### src/design/iorm_ram.sv
// generic single-port synchronous ram with registered read
// no dependencies
`default_nettype none
module iorm_ram #(
	parameter int unsigned Width = 8,
	parameter int unsigned Depth = 16
) (
	input  wire logic                     clk,
	input  wire logic                     we,
	input  wire logic [$clog2(Depth)-1:0] addr,
	input  wire logic [Width-1:0]         wdata,
	output logic      [Width-1:0]         rdata
);
	logic [Width-1:0] mem_q [Depth];

	always_ff @(posedge clk) begin
		if (we) begin
			mem_q[addr] <= wdata;
		end
		rdata <= mem_q[addr];
	end
endmodule
`default_nettype wire

### config.mk
export PLATFORM = sky130hd
export DESIGN_NAME = iorm_ram
export DESIGN_NICKNAME = d
export VERILOG_FILES = /design/src/design/iorm_ram.sv
export SDC_FILE = /design/constraint.sdc
export NUM_CORES = 1
export LEC_CHECK = 0
export BUFFER_PORTS_ARGS = -buffer_cell sky130_fd_sc_hd__buf_2
export CAP_MARGIN = 25
export CORE_UTILIZATION = 40
export CTS_CLUSTER_DIAMETER = 200
export DETAILED_ROUTE_END_ITERATION = 8
export PLACE_DENSITY = 0.56
export SYNTH_ARGS = -nofsm -noshare
export SYNTH_HDL_FRONTEND = slang
export SYNTH_SLANG_ARGS = --single-unit
### constraint.sdc
create_clock -name clk -period 3.31 [get_ports clk]
set_input_delay 0 -clock clk [delete_from_list [all_inputs] [get_ports clk]]
set_output_delay 0 -clock clk [all_outputs]
set_load 0.005 [all_outputs]
==> run metrics <==
Critical Path AT=1.38 ns; Routed Wire Length=9.81 mm; Post-synth EDFFs=128; Max VDD drop=0.000271 V; drc violations=0; CTS hold repair buffers=8; Layout Skew=0.00568 ns; GRT Resource Usage Total=16.7%; Die W=115 µm; CTS clk-pin slew, worst paths=0.06 ns; FF+latch count, synth=136; post-CTS sizing=0; highest metal used=met4; first-pass GRT wire length=15.1 mm; CTS tree=yes; Synth cell types=18; Static Leak=2.01 nW; crit path max-delay cell type=nor2_1; Worst Hold Class=in -> reg; syn_nets=244; largest net degree at the start of global routing=31; M1 WL=4.14 mm; global route overflow=0; Ports=22; commonest cells after routing, fill and taps aside=edfxtp_1, mux4_2, buf_2; Period minus WS final=1.35 ns; Slew headroom=45.7%; clock root buffer=clkbuf_16; Ys Warns=0; Async SR Flop Fraction=0%; P per Cell Area=644 nW/µm²; CP bufs+invs=1; Final Max Slew Viols=0; Setup crit start kind=primary input; Core Footprint=12200 µm²; Req. time, crit path=3.34 ns; Primary FF master, synth=edfxtp_1; worst-path maximum fanout=23; Final Power=0.00392 W; placer's final routability congestion estimate=0.714; Chip Height=115 µm; Setup-failing EPs final=0; max cap viols=0; layout cells sized above 1=32.8%; post-layout net count=294; DR vias/cell=5.08; TritonCTS Buffers=17; Max Buffers Root-to-Sink=2; crit share post-route=40.9%; CP max stage delay=0.65 ns; critical path, cell by cell=buf_2, nand2b_1, nor2_1; Cells after Synth=230; Worst setup EP type=flip-flop; Antenna Cells=0; Starting Density=41.7%; final setup TNS=0 ns; DR iter-0 viols=163; RSZ-0062 raised after global routing=no; port buffer count=21; Clock Sinks=136; CP Class=in -> reg; vias in the first global route=2603; via count=2343; Mapped Area=5070 µm²; final hold violations=0; routed wl met3=484 µm; TritonRoute pass-1 iters=4; worst slew pin tran=0.813 ns; clock latency on the worst-skew pair=0.40 ns; area grow syn2layout=20.1%; Mean Syn Cell Area=22.0 µm²; wire per inst=21.3 µm; WHS Path Cells=4; R2R depth=3; f_max=0.739 GHz; FILL cells=986; H-Tree Depth=4; register area share after synthesis=79.0%; family with the most delay on the worst path=simple AND/OR/NAND/NOR gates; met2 routed WL=5.08 mm; Core Rows=40; commonest non-fill, non-tap cell in the layout=edfxtp_1; total die area=13100 µm²; DP HPWL=6.22 mm; critical path depth=3; status=finished clean; initial antenna violation count=0; setup bufs post-CTS=0; DRT antenna net count=0
## layout make-up
cell class / count / area [µm²] / share of cell area (%)
sequential: 136 / 4000 / 65.8
tap: 168 / 210 / 3.45
clock buffer: 20 / 447 / 7.34
clock inverter: 12 / 126 / 2.08
timing repair buffer: 42 / 295 / 4.85
multi-input combinational: 83 / 1000 / 16.5
## synthesized netlist by cell type, types with 2 or more instances
cell type	n	area (µm²)
nor2_1	13	48.8
clkbuf_1	2	7.51
dfxtp_1	8	160
nor2b_1	2	12.5
edfxtp_1	128	3840
nand2_1	9	33.8
nand2b_1	2	12.5
mux4_2	32	721
buf_1	4	15.0
buf_2	2	10.0
nand3b_1	2	15.0
nor3_1	4	20.0
a22oi_1	16	120
buf_6	2	22.5
## path summary, 6_finish.rpt
check / from / slack (ns) / to
max: addr[1] / 1.96 / mem_q[2][2]
min reg2reg: mem_q[15][6] / 0.67 / rdata[6]
min: addr[0] / 0.18 / rdata[4]
max reg2reg: mem_q[3][4] / 1.98 / rdata[4]
## metrics by stage
stage	area, µm²	utilization [%]	setup WS [ns]	std cells	hold WS, ns
finish	6090	50.0	1.96	461	0.178
detailed placement	5410	44.5	1.19	420	0.385
floorplan	5070	-	1.82	230	0.0989
global placement	5410	44.5	1.22	420	0.389
CTS	6070	49.9	1.62	460	0.225
global route	6090	50.0	1.89	461	0.202
## per-layer routing
| metal | vias to the layer above | GRT usage, % |
|---|---|---|
| met1 | 1202 | 21.2 |
| met4 | 0 | 6.15 |
| met2 | 65 | 28.2 |
| met5 | - | 0 |
| met3 | 9 | 3.81 |
| li1 | 1067 | - |
## worst reg2reg max path, stage by stage (launching register included)
cell and delay, ns:
edfxtp_1 0.37, mux4_2 0.48, a22oi_1 0.28, nand2_1 0.09
## flip-flops by register name, summed over array words and instances, names as in the netlist
name   cells
mem_q    128
rdata      8
## kinds of logic after synthesis
family / Yosys count / synth area share (%)
AND/OR/NAND/NOR: 35 / 3.21
flip-flops: 136 / 79.0
AO/OA/AOI/OAI: 16 / 2.37
multiplexers: 32 / 14.2
buffers and inverters: 11 / 1.19
## report_power, final
part	total [W]	leakage, nW	internal, W	switching, W
combinational	0.000182	0.500	0.0000804	0.000101
clock	0.00180	0.282	0.00113	0.000672
sequential	0.00194	1.22	0.00193	0.0000110
total	0.00392	2.01	0.00313	0.000785
(Power assumes the default switching activity.)
